File: config.mk
export PLATFORM = sky130hd
export DESIGN_NAME = lru_page_frame_replacement_unit
export DESIGN_NICKNAME = d
export VERILOG_FILES = /design/src/rtl/lpfr_pkg.sv /design/src/rtl/lpfr_ram.sv /design/src/rtl/lru_page_frame_replacement_unit.sv
export SDC_FILE = /design/constraint.sdc
export NUM_CORES = 1
export LEC_CHECK = 0
export BUFFER_PORTS_ARGS = -buffer_cell sky130_fd_sc_hd__buf_4
export CAP_MARGIN = 20
export CORE_UTILIZATION = 55
export CTS_CLUSTER_DIAMETER = 80
export CTS_CLUSTER_SIZE = 40
export DETAILED_ROUTE_END_ITERATION = 8
export GPL_ROUTABILITY_DRIVEN = 0
export HOLD_SLACK_MARGIN = 0.02
export PLACE_DENSITY_LB_ADDON = 0.15
export SLEW_MARGIN = 20
export SYNTH_ARGS = -nofsm -noshare
export SYNTH_HDL_FRONTEND = slang
export SYNTH_SLANG_ARGS = --single-unit
File: constraint.sdc
create_clock -name clk -period 2.7 [get_ports clk]
set_input_delay 0.27 -clock clk [delete_from_list [all_inputs] [get_ports clk]]
set_output_delay 0.27 -clock clk [all_outputs]
set_load 0.05 [all_outputs]
File: src/rtl/lpfr_pkg.sv
// Shared constants and types for the LRU page-frame replacement unit.
package lpfr_pkg;

  // Default sizing of the frame table
  localparam int FRAME_COUNT_DEF = 8;
  localparam int PAGE_BITS_DEF   = 16;

  // Fixed port widths
  localparam int IN_PAGE_W  = 16;
  localparam int CFG_W      = 4;
  localparam int OUT_IDX_W  = 3;

  // Active frame count after reset
  localparam logic [CFG_W-1:0] CFG_FRAMES_RESET = 4'd8;

  // Lookup sequencer states, one-hot
  typedef enum logic [3:0] {
    S_IDLE   = 4'b0001,
    S_SCAN   = 4'b0010,
    S_UPDATE = 4'b0100,
    S_RESULT = 4'b1000
  } state_t;

endpackage

File: src/rtl/lpfr_ram.sv
// Simple dual-port frame table memory: one write port, one registered read port.
module lpfr_ram #(
  parameter int DEPTH  = 8,
  parameter int WIDTH  = 19,
  parameter int ADDR_W = 3
) (
  input  logic              clk,
  input  logic              we,
  input  logic [ADDR_W-1:0] waddr,
  input  logic [WIDTH-1:0]  wdata,
  input  logic              re,
  input  logic [ADDR_W-1:0] raddr,
  output logic [WIDTH-1:0]  rdata
);

  logic [WIDTH-1:0] mem [DEPTH];

  // Write port
  always_ff @(posedge clk) begin
    if (we) begin
      mem[waddr] <= wdata;
    end
  end

  // Read port, registered
  always_ff @(posedge clk) begin
    if (re) begin
      rdata <= mem[raddr];
    end
  end

endmodule

File: src/rtl/lru_page_frame_replacement_unit.sv
// A transaction runs two sequential passes over the active frames of the frame table memory
//   (a search pass, then a rank read-modify-write pass), one entry a cycle, and is then
//   loaded into the output register; no new transaction is taken until that load.
// A finished result waits in the output register while the next transaction is taken.
// Reset (rst_n, synchronous): all frames empty, ranks zero, frames_in_use = 8.
// Page contents need no clearing; per-frame valid flops mask unwritten entries.
module lru_page_frame_replacement_unit #(
  parameter int FRAME_COUNT = lpfr_pkg::FRAME_COUNT_DEF,
  parameter int PAGE_BITS   = lpfr_pkg::PAGE_BITS_DEF
) (
  input  logic                          clk,
  input  logic                          rst_n,
  // input channel
  input  logic                          in_valid,
  output logic                          in_ready,
  input  logic [lpfr_pkg::IN_PAGE_W-1:0] in_page_number,
  // result channel
  output logic                          out_valid,
  input  logic                          out_ready,
  output logic                          out_hit,
  output logic [lpfr_pkg::OUT_IDX_W-1:0] out_frame_index,
  output logic                          out_filled_empty,
  // configuration write channel
  input  logic                          cfg_valid,
  output logic                          cfg_ready,
  input  logic [lpfr_pkg::CFG_W-1:0]    cfg_frames_in_use
);

  import lpfr_pkg::*;

  localparam int IDX_W   = (FRAME_COUNT > 1) ? $clog2(FRAME_COUNT) : 1;
  localparam int CNT_W   = $clog2(FRAME_COUNT + 1);
  localparam int CMP_W   = (CNT_W > CFG_W) ? CNT_W : CFG_W;
  localparam int RANK_W  = IDX_W;
  localparam int PW      = PAGE_BITS;
  localparam int ENT_W   = PW + RANK_W;
  localparam logic [RANK_W-1:0] RANK_MAX = RANK_W'(FRAME_COUNT - 1);

  state_t state_r, state_nxt;

  logic [CFG_W-1:0]       cfg_frames_r;
  logic [CNT_W-1:0]       n_act;
  logic [CMP_W-1:0]       cfg_ext;

  logic [FRAME_COUNT-1:0] valid_r;
  logic [PW-1:0]          page_r;
  logic [CNT_W-1:0]       rd_idx_r;
  logic                   pend_r;
  logic [IDX_W-1:0]       pend_idx_r;

  // search accumulators
  logic                   hit_r;
  logic [IDX_W-1:0]       hit_idx_r;
  logic [RANK_W-1:0]      hit_rank_r;
  logic                   empty_r;
  logic [IDX_W-1:0]       empty_idx_r;
  logic [RANK_W-1:0]      best_rank_r;
  logic [IDX_W-1:0]       best_idx_r;

  // update pass controls
  logic [IDX_W-1:0]       f_r;
  logic [RANK_W-1:0]      bound_r;
  logic                   bound_all_r;

  // output register
  logic                   out_valid_r;
  logic                   out_hit_r;
  logic [OUT_IDX_W-1:0]   out_frame_index_r;
  logic                   out_filled_empty_r;

  // memory interface
  logic                   mem_we;
  logic [IDX_W-1:0]       mem_waddr;
  logic [ENT_W-1:0]       mem_wdata;
  logic                   mem_re;
  logic [ENT_W-1:0]       mem_rdata;

  logic                   in_fire;
  logic                   rd_more;
  logic                   pass_done;
  logic                   ent_valid;
  logic [PW-1:0]          ent_page;
  logic [RANK_W-1:0]      ent_rank;
  logic [IDX_W-1:0]       dec_f;
  logic                   ent_inc;
  logic [RANK_W-1:0]      new_rank;
  logic                   out_load;

  // Active frame count: zero acts as one, clipped at the table size
  assign cfg_ext = CMP_W'(cfg_frames_r);
  always_comb begin
    if (cfg_frames_r == '0) begin
      n_act = CNT_W'(1);
    end else if (cfg_ext > CMP_W'(FRAME_COUNT)) begin
      n_act = CNT_W'(FRAME_COUNT);
    end else begin
      n_act = CNT_W'(cfg_frames_r);
    end
  end

  // Configuration register
  assign cfg_ready = 1'b1;
  always_ff @(posedge clk) begin
    if (!rst_n) begin
      cfg_frames_r <= CFG_FRAMES_RESET;
    end else if (cfg_valid && cfg_ready) begin
      cfg_frames_r <= cfg_frames_in_use;
    end
  end

  assign in_ready = (state_r == S_IDLE);
  assign in_fire  = in_valid && in_ready;

  // Read sequencing shared by both passes
  assign rd_more   = (rd_idx_r < n_act);
  assign pass_done = !rd_more && !pend_r;
  assign mem_re    = ((state_r == S_SCAN) || (state_r == S_UPDATE)) && rd_more;

  // Returned entry; an empty frame reads as rank zero
  assign ent_valid = valid_r[pend_idx_r];
  assign ent_page  = mem_rdata[ENT_W-1:RANK_W];
  assign ent_rank  = ent_valid ? mem_rdata[RANK_W-1:0] : '0;

  // Frame chosen at the end of the search
  always_comb begin
    priority if (hit_r) begin
      dec_f = hit_idx_r;
    end else if (empty_r) begin
      dec_f = empty_idx_r;
    end else begin
      dec_f = best_idx_r;
    end
  end

  // Rank aging for the write-back pass
  assign ent_inc  = ent_valid && (pend_idx_r != f_r) && (ent_rank != RANK_MAX) &&
                    (bound_all_r || (ent_rank < bound_r));
  assign new_rank = ent_inc ? ent_rank + RANK_W'(1) : ent_rank;

  assign mem_we    = (state_r == S_UPDATE) && pend_r;
  assign mem_waddr = pend_idx_r;
  assign mem_wdata = (pend_idx_r == f_r) ? {page_r, RANK_W'(0)} : {ent_page, new_rank};

  lpfr_ram #(
    .DEPTH  (FRAME_COUNT),
    .WIDTH  (ENT_W),
    .ADDR_W (IDX_W)
  ) u_ram (
    .clk   (clk),
    .we    (mem_we),
    .waddr (mem_waddr),
    .wdata (mem_wdata),
    .re    (mem_re),
    .raddr (rd_idx_r[IDX_W-1:0]),
    .rdata (mem_rdata)
  );

  // Sequencer next state
  always_comb begin
    state_nxt = state_r;
    unique case (state_r)
      S_IDLE:   if (in_fire) state_nxt = S_SCAN;
      S_SCAN:   if (pass_done) state_nxt = S_UPDATE;
      S_UPDATE: if (pass_done) state_nxt = S_RESULT;
      S_RESULT: if (out_load) state_nxt = S_IDLE;
      default:  state_nxt = S_IDLE;
    endcase
  end

  always_ff @(posedge clk) begin
    if (!rst_n) begin
      state_r <= S_IDLE;
    end else begin
      state_r <= state_nxt;
    end
  end

  // Read address counter and return pipeline
  always_ff @(posedge clk) begin
    if (!rst_n) begin
      rd_idx_r   <= '0;
      pend_r     <= 1'b0;
      pend_idx_r <= '0;
    end else begin
      pend_r     <= mem_re;
      pend_idx_r <= rd_idx_r[IDX_W-1:0];
      if (in_fire || ((state_r == S_SCAN) && pass_done)) begin
        rd_idx_r <= '0;
      end else if (mem_re) begin
        rd_idx_r <= rd_idx_r + CNT_W'(1);
      end
    end
  end

  // Search accumulators: first match, first empty, oldest frame
  always_ff @(posedge clk) begin
    if (!rst_n) begin
      hit_r   <= 1'b0;
      empty_r <= 1'b0;
    end else if (in_fire) begin
      hit_r   <= 1'b0;
      empty_r <= 1'b0;
    end else if ((state_r == S_SCAN) && pend_r) begin
      if (!hit_r && ent_valid && (ent_page == page_r)) begin
        hit_r <= 1'b1;
      end
      if (!empty_r && !ent_valid) begin
        empty_r <= 1'b1;
      end
    end
  end

  always_ff @(posedge clk) begin
    if (in_fire) begin
      page_r      <= PW'(in_page_number);
      best_rank_r <= '0;
      best_idx_r  <= '0;
    end else if ((state_r == S_SCAN) && pend_r) begin
      if (!hit_r && ent_valid && (ent_page == page_r)) begin
        hit_idx_r  <= pend_idx_r;
        hit_rank_r <= ent_rank;
      end
      if (!empty_r && !ent_valid) begin
        empty_idx_r <= pend_idx_r;
      end
      if (ent_rank > best_rank_r) begin
        best_rank_r <= ent_rank;
        best_idx_r  <= pend_idx_r;
      end
    end
  end

  // Target frame and aging bound, fixed when the search ends
  always_ff @(posedge clk) begin
    if ((state_r == S_SCAN) && pass_done) begin
      f_r         <= dec_f;
      bound_all_r <= !hit_r && empty_r;
      bound_r     <= hit_r ? hit_rank_r : best_rank_r;
    end
  end

  // Frame valid flags; a fault into an empty frame fills it
  always_ff @(posedge clk) begin
    if (!rst_n) begin
      valid_r <= '0;
    end else if ((state_r == S_SCAN) && pass_done && !hit_r && empty_r) begin
      valid_r[dec_f] <= 1'b1;
    end
  end

  // Output register
  assign out_load = (state_r == S_RESULT) && (!out_valid_r || out_ready);

  always_ff @(posedge clk) begin
    if (!rst_n) begin
      out_valid_r <= 1'b0;
    end else if (out_load) begin
      out_valid_r <= 1'b1;
    end else if (out_ready) begin
      out_valid_r <= 1'b0;
    end
  end

  always_ff @(posedge clk) begin
    if (out_load) begin
      out_hit_r          <= hit_r;
      out_frame_index_r  <= OUT_IDX_W'(f_r);
      out_filled_empty_r <= !hit_r && empty_r;
    end
  end

  assign out_valid        = out_valid_r;
  assign out_hit          = out_hit_r;
  assign out_frame_index  = out_frame_index_r;
  assign out_filled_empty = out_filled_empty_r;

  // A hit never reports a filled frame
  a_hit_not_filled: assert property (@(posedge clk) disable iff (!rst_n)
    out_valid_r |-> !(out_hit_r && out_filled_empty_r))
    else $error("hit and filled_empty both set");

  // The frame being updated lies within the active set
  a_target_active: assert property (@(posedge clk) disable iff (!rst_n)
    (state_r == S_UPDATE) |-> (CNT_W'(f_r) < n_act))
    else $error("update target outside active frames");

  // The target frame is always occupied once the search has ended
  a_target_valid: assert property (@(posedge clk) disable iff (!rst_n)
    (state_r == S_UPDATE) |-> valid_r[f_r])
    else $error("update target frame not valid");

  // Write-back never collides with the read issued in the same cycle
  a_no_rw_clash: assert property (@(posedge clk) disable iff (!rst_n)
    (mem_we && mem_re) |-> (mem_waddr != rd_idx_r[IDX_W-1:0]))
    else $error("read and write to the same entry");

  // A result is loaded only after the write-back pass
  a_result_order: assert property (@(posedge clk) disable iff (!rst_n)
    $rose(state_r == S_RESULT) |-> $past(state_r == S_UPDATE))
    else $error("result stage entered out of order");

endmodule
* After elaboration in Yosys (flattened, before gate mapping)
Memory sizes are Yosys's and may differ from the RTL's. A register that Yosys moved wholly into a read port is not among the register bits.
Cells that the tools add are included.
** Word-level totals
- Logic and storage cells :: 104
- Memory bits (writable) :: 152
- Output and inout bits :: 8
- Input bits :: 25
- Memories :: 1
- Register bits after elaboration :: 70
** Operators by class
- Reduce and logical (&&, ||, !) cells :: 37
- Multiplexer cells :: 21
- Equal/unequal tests :: 12
- Order comparisons :: 7
- Bitwise operators :: 3
- $add $sub $neg :: 2
** Memory list
- u_ram.mem :: words 8, width 19, read ports 1, clocked after Yosys merged registers in 1, wr ports 1, line lpfr_ram.sv:16 : logic [WIDTH-1:0] mem [DEPTH];
** Operator list (count)
- $mux 4 :: 6
- $mux 19 :: 1
- $logic_and 1x1->1 :: 17
- $eq 16x16->1 :: 1
- $pmux 4 s4 :: 1
- $mux 3 :: 5
- $lt 3x4->1 const B :: 2
- $or 8x8->8 :: 1
- $logic_not 1->1 :: 6
- $mux 1 :: 6
- $ne 2x2->1 const B :: 3
- $reduce_and 2->1 :: 3
- $reduce_and 3->1 :: 2
- $add 4x1->4 const B :: 1
- $eq 4x1->1 const B :: 1
- $eq 4x2->1 const B :: 1
- $eq 4x3->1 const B :: 1
- $eq 4x4->1 const B :: 1
- $gt 4x4->1 const B :: 1
- $logic_not 4->1 :: 1
- $logic_or 1x1->1 :: 4
- $lt 4x4->1 :: 1
- $reduce_and 4->1 :: 1
- $reduce_or 2->1 :: 2
- other kinds (12) :: 13

* Logic depth before layout (Yosys ltp)
- Depth after elaboration :: 9
- Depth in mapped cells :: 13
- Gate-level depth less buffers :: 11

* Hierarchy
Synthesis repeated with hierarchy kept, for this count alone.
** Second synthesis, totals
- Cell total of the unflattened synthesis :: 561
- Area total of the unflattened synthesis :: 9943.3 um^2
** Modules (own cells, without submodules)
- lpfr_ram :: area an instance 6449.9 um^2, cells each 251, times used 1, sequential area each 5134.9 um^2
- lru_page_frame_replacement_unit :: area an instance 3493.4 um^2, cells each 310, times used 1, sequential area each 1771.7 um^2

* Worst setup path before layout
No wires, ideal clock.
- Path type :: reg-to-reg
- Start point :: reg state_r[0]
- End point :: reg page_r[0], enable pin
- Cell stages (with the launch flop) :: 4
- Buffers on the path :: 0
- Slack :: -0.469 ns
- Arrival :: 2.826 ns
- Required time :: 2.357 ns
- Setup time :: 0.343 ns
- Clock period less this slack :: 3.169 ns
- Path through :: dfxtp_1 -> nor4b_1 -> nand2_1 -> inv_2
** On the way
- Cells in the longest elaborated chain, start to end :: 2
** RTL lines
- from (decl) :: line lru_page_frame_replacement_unit.sv:39 : state_t state_r, state_nxt;
- from (signal assigned) :: line lru_page_frame_replacement_unit.sv:174 : state_r <= state_nxt;
- $eq 4x1->1 :: line lru_page_frame_replacement_unit.sv:111 : assign in_ready = (state_r == S_IDLE);
- named net in_ready :: line lru_page_frame_replacement_unit.sv:15 : output logic in_ready,
- $logic_and 1x1->1 :: line lru_page_frame_replacement_unit.sv:112 : assign in_fire = in_valid && in_ready;
- named net in_fire :: line lru_page_frame_replacement_unit.sv:78 : logic in_fire;
- to (signal assigned) :: line lru_page_frame_replacement_unit.sv:215 : page_r <= PW'(in_page_number);
- to (decl) :: line lru_page_frame_replacement_unit.sv:46 : logic [PW-1:0] page_r;
The timed path passes the listed nets, and every way through them passes these cells.
A chain may end at the register's enable or synchronous reset.

* Final worst setup path
- Start point :: reg pend_idx_r[2] (netlist: mem_waddr[2])
- End point :: reg best_idx_r[0]
** On the way
- Cells in the longest elaborated chain, start to end :: 5
** RTL lines
- from (decl) :: line lru_page_frame_replacement_unit.sv:49 : logic [IDX_W-1:0] pend_idx_r;
- from (signal assigned) :: line lru_page_frame_replacement_unit.sv:186 : pend_idx_r <= rd_idx_r[IDX_W-1:0];
- $bmux 1 s3 :: line lru_page_frame_replacement_unit.sv:120 : assign ent_valid = valid_r[pend_idx_r];
- $mux 1 (not written as such) :: line lru_page_frame_replacement_unit.sv:120
- $mux 3 :: line lru_page_frame_replacement_unit.sv:122 : assign ent_rank = ent_valid ? mem_rdata[RANK_W-1:0] : '0;
- named net ent_rank[2] :: line lru_page_frame_replacement_unit.sv:83 : logic [RANK_W-1:0] ent_rank;
- $gt 3x3->1 :: line lru_page_frame_replacement_unit.sv:226 : if (ent_rank > best_rank_r) begin
- $reduce_and 2->1 (no line)
- to (signal assigned) :: line lru_page_frame_replacement_unit.sv:228 : best_idx_r <= pend_idx_r;
- to (decl) :: line lru_page_frame_replacement_unit.sv:58 : logic [IDX_W-1:0] best_idx_r;
The timed path passes the listed nets, and every way through them passes these cells. The select of a mux whose other input is x is not followed.

==> impl_results.md <==
* Status: complete, no violations
* Iter 0 DRT Violations at ~340
* Top Ports at 33
* Mean Syn Cell Area at between 15 and 20 um2
* Initial antenna violation count at 0
* Crit start category: flop
* Synth-to-Final Area Change at 14.4%
* Drt via density at slightly below 6
* Clk sinks at 241
* Die X at about 130 um
* Number of port buffers at 31
* Cell count after synthesis at 548
* CTS H-tree lvls at 1
* Die Y at 135 um
* Final Hold Viols at 0
* Seq pwr share at between 60% and 70%
* Combinational power share at ~3%
* Sw Ratio at 20.6%
* Sw power at between 1000 and 1500 uW
* Sequential fraction of the synthesis area at a little under three quarters
* Tot Pwr at around 6300 uW
* Std cell rows at 48
* FMAX at ~380 MHz
* Largest stage delay on the critical path at between 400 and 500 ps
* Largest net degree at the start of global routing at 43
* Synth Cell Area at slightly below 0.01 mm2
* Root buf cell: clkbuf_16
* Num CTS Buffers at 11
* Worst Hold Launch: cfg_valid
* Pwr/cell area at ~570 mW/mm2
* Slew @ Worst Pin at around 660 ps
* Clk buf depth at 3
* Post-route DRC at 0
* Critical path arrival at between 2000 and 3000 ps
* DR WL/cell at 21.5 um
* Main synth FF type: edfxtp_1
* Internal at between 4000 and 5000 uW
* Vias post-DR at roughly 5k
* Yosys warns at 0
* Relative slew margins at 55.9%
* Worst reg2reg setup slack at ~84 ps
* Mapped Nets at around 580
* Worst R2R Start: mem_waddr[2]
* Ant diodes at 0
* Leak at around 0.0036 uW
* Post-Place Cells at about 810
* Crit share post-route at 96.9%
* Max_cap viols at 0
* Worst-Skew Late Latency at approximately 480 ps
* Gr usage total at between 20% and 30%
* Global-route wire length before repair at approximately 28,000 um
* Drt total wl at 18,100 um
* Overflow after GRT at 0
* Non-Filler Instances at between 800 and 900
* HPWL after DPL at 10,600 um
* Tmin final at between 2000 and 3000 ps
* Final slew viol count at 0
* Post-route setup TNS at 0 ps
* VDD IR max at 0.000589 V
* Vias in the first global route at just over 5k
* Post-synth EDFFs at between 200 and 250
* Initial core utilization at 56.2%
* Layout Nets at around 650
* Synth unique cells at 50
* Critical path fanouts, max at 8
* Flops & latches, synth at 241
* TritonCTS clock tree: yes
* CTS clk-pin slew, worst paths at approximately 130 ps
* Critical Path Sink Type: flop
* Clk network pwr share at between 30 and 40%
* CORE AREA at roughly 0.017 mm2
* Worst EP required at between 3000 and 4000 ps
* Kind of critical path: flop to flop
* Crit path launch: mem_waddr[2]
* Crit-path cells: buf_4 -> nand2b_1 -> o32ai_1 -> a311o_2 -> and2_4 -> ha_1 -> and3_4 -> a211oi_4 -> buf_6 -> mux2i_1 -> nor2_1
* Layout cells sized above 1 at a little under a third
* Hold Crit Class: input pin to flop
* Worst Skew at 22.2 ps
* Die ar. at 0.0182 mm2
* CP max stage cell: a311o_2
* Pre-antenna DRT Iters at 4
* Final setup vio count at 0
* FFs w/ async S/R, synth at 0%
* Antenna Nets Post-Route at 0
==> cell usage in the layout (no fill, tap or decap), types with 9 or more instances in the layout <==
| master | netlist | layout |
|---|---|---|
| mux2i_1 | 15 | 14 |
| buf_4 | 3 | 50 |
| buf_12 | 0 | 10 |
| o21ai_0 | 13 | 11 |
| dlygate4sd3_1 | 0 | 17 |
| nand3_1 | 14 | 14 |
| xnor2_1 | 22 | 22 |
| edfxtp_1 | 208 | 208 |
| ha_1 | 11 | 9 |
| inv_1 | 13 | 13 |
| clkbuf_16 | 0 | 12 |
| dfxtp_1 | 33 | 28 |
| nand2_1 | 30 | 29 |
| mux2_2 | 37 | 37 |
| mux4_2 | 38 | 38 |
==> per-layer routing <==
layer | up-vias | share of wire (%) | global-route usage [%]
met2 | 89 | 51 | 36.1
met1 | 2547 | 44 | 28.6
met4 | 0 | 2.0 | 5.06
met3 | 22 | 2.6 | 2.03
li1 | 2246 | - | -
met5 | - | 0 | 0
==> cells by family (layout without fill, tap and decap cells) <==
| kind of cell | Yosys count | count (layout) | synth area share, % |
|---|---|---|---|
| xor+xnor | 23 | 23 | 2.07 |
| other cells | 1 | 1 | 0.0386 |
| simple gates | 102 | 102 | 5.68 |
| fa+ha+maj | 11 | 11 | 1.42 |
| buf+inv | 40 | 111 | 1.92 |
| compound gates | 40 | 40 | 3.20 |
| mux | 90 | 90 | 14.6 |
| flops | 241 | 241 | 71.0 |
==> final cells by class <==
type / instances / area [um2]
Clock buffer: 12 / 300
Clock inverter: 5 / 67.6
Fill cell: 1218 / 6170
Inverter: 15 / 56.3
Multi-Input combinational cell: 267 / 2740
Sequential cell: 241 / 6910
Tap cell: 225 / 282
Timing Repair Buffer: 79 / 768
==> power by group through the flow <==
stage,sequential [uW],clock (uW),combinational [uW]
after floorplan,4130,0,109
after global placement,4140,0,170
after detailed placement,4140,0,174
after CTS,4060,2080,194
after global routing,4060,2180,206
final,4060,2050,191
==> per-stage QoR <==
stage / setup slack, ps / instance area (um2) / hold slack (ps) / utilization, %
6_report: 83.6 / 11100 / 50.4 / 64.3
2_1_floorplan: -50.2 / 9760 / 369 / -
3_3_place_gp: 92.1 / 10500 / 446 / 60.6
3_5_place_dp: 0.00333 / 10500 / 449 / 60.6
5_1_grt: -29.7 / 11100 / 43.0 / 64.3
4_1_cts: 28.8 / 11000 / 39.6 / 63.8
==> state kept, by name, summed over array words and instances (netlist names), 3 cells and up <==
name,count
u_ram.mem,152
u_ram.rdata,19
page_r,16
valid_r,8
cfg_ext,4
rd_idx_r,4
state_r,4
best_idx_r,3
best_rank_r,3
bound_r,3
empty_idx_r,3
f_r,3
hit_idx_r,3
hit_rank_r,3
mem_waddr,3
out_frame_index,3
==> critical path: cells and delay by family, from the launching register on <==
kind            cells  cell delay [ps]
mux                 1              180
buf+inv             2              330
fa+ha+maj           1              310
compound gates      3              750
flops               1              370
simple gates        4              550
==> cell usage after synthesis, types with 4 or more instances <==
| cell | number | area, um2 |
|---|---|---|
| o21ai_1 | 5 | 25.0 |
| nor2_1 | 15 | 56.3 |
| xnor2_1 | 22 | 193 |
| buf_1 | 4 | 15.0 |
| nand2_1 | 30 | 113 |
| inv_1 | 13 | 48.8 |
| mux4_2 | 38 | 856 |
| edfxtp_1 | 208 | 6250 |
| nand3_1 | 14 | 70.1 |
| mux2i_1 | 15 | 150 |
| and2_1 | 6 | 37.5 |
| ha_1 | 11 | 138 |
| o21ai_0 | 13 | 65.1 |
| nor2b_1 | 8 | 50.1 |
| clkbuf_1 | 8 | 30.0 |
| nor3_1 | 7 | 35.0 |
| buf_2 | 8 | 40.0 |
| dfxtp_1 | 33 | 661 |
| mux2_2 | 37 | 417 |
==> what timing repair did <==
item                       CTS  global route
setup endpoints to repair    5            30
buffers inserted             2             3
hold endpoints to repair    17             0
hold buffers                17             0
resized for setup            1            16
pin swaps                    1             6
==> path summary, 6_finish.rpt <==
path / endpoint / cells past startpoint
worst max-delay path: best_idx_r[0] / 11
worst min-delay path: cfg_ext[3] / 2
worst max register to register: best_idx_r[0] / 11
worst min register to register: valid_r[1] / 2
(Power assumes the default switching activity.)
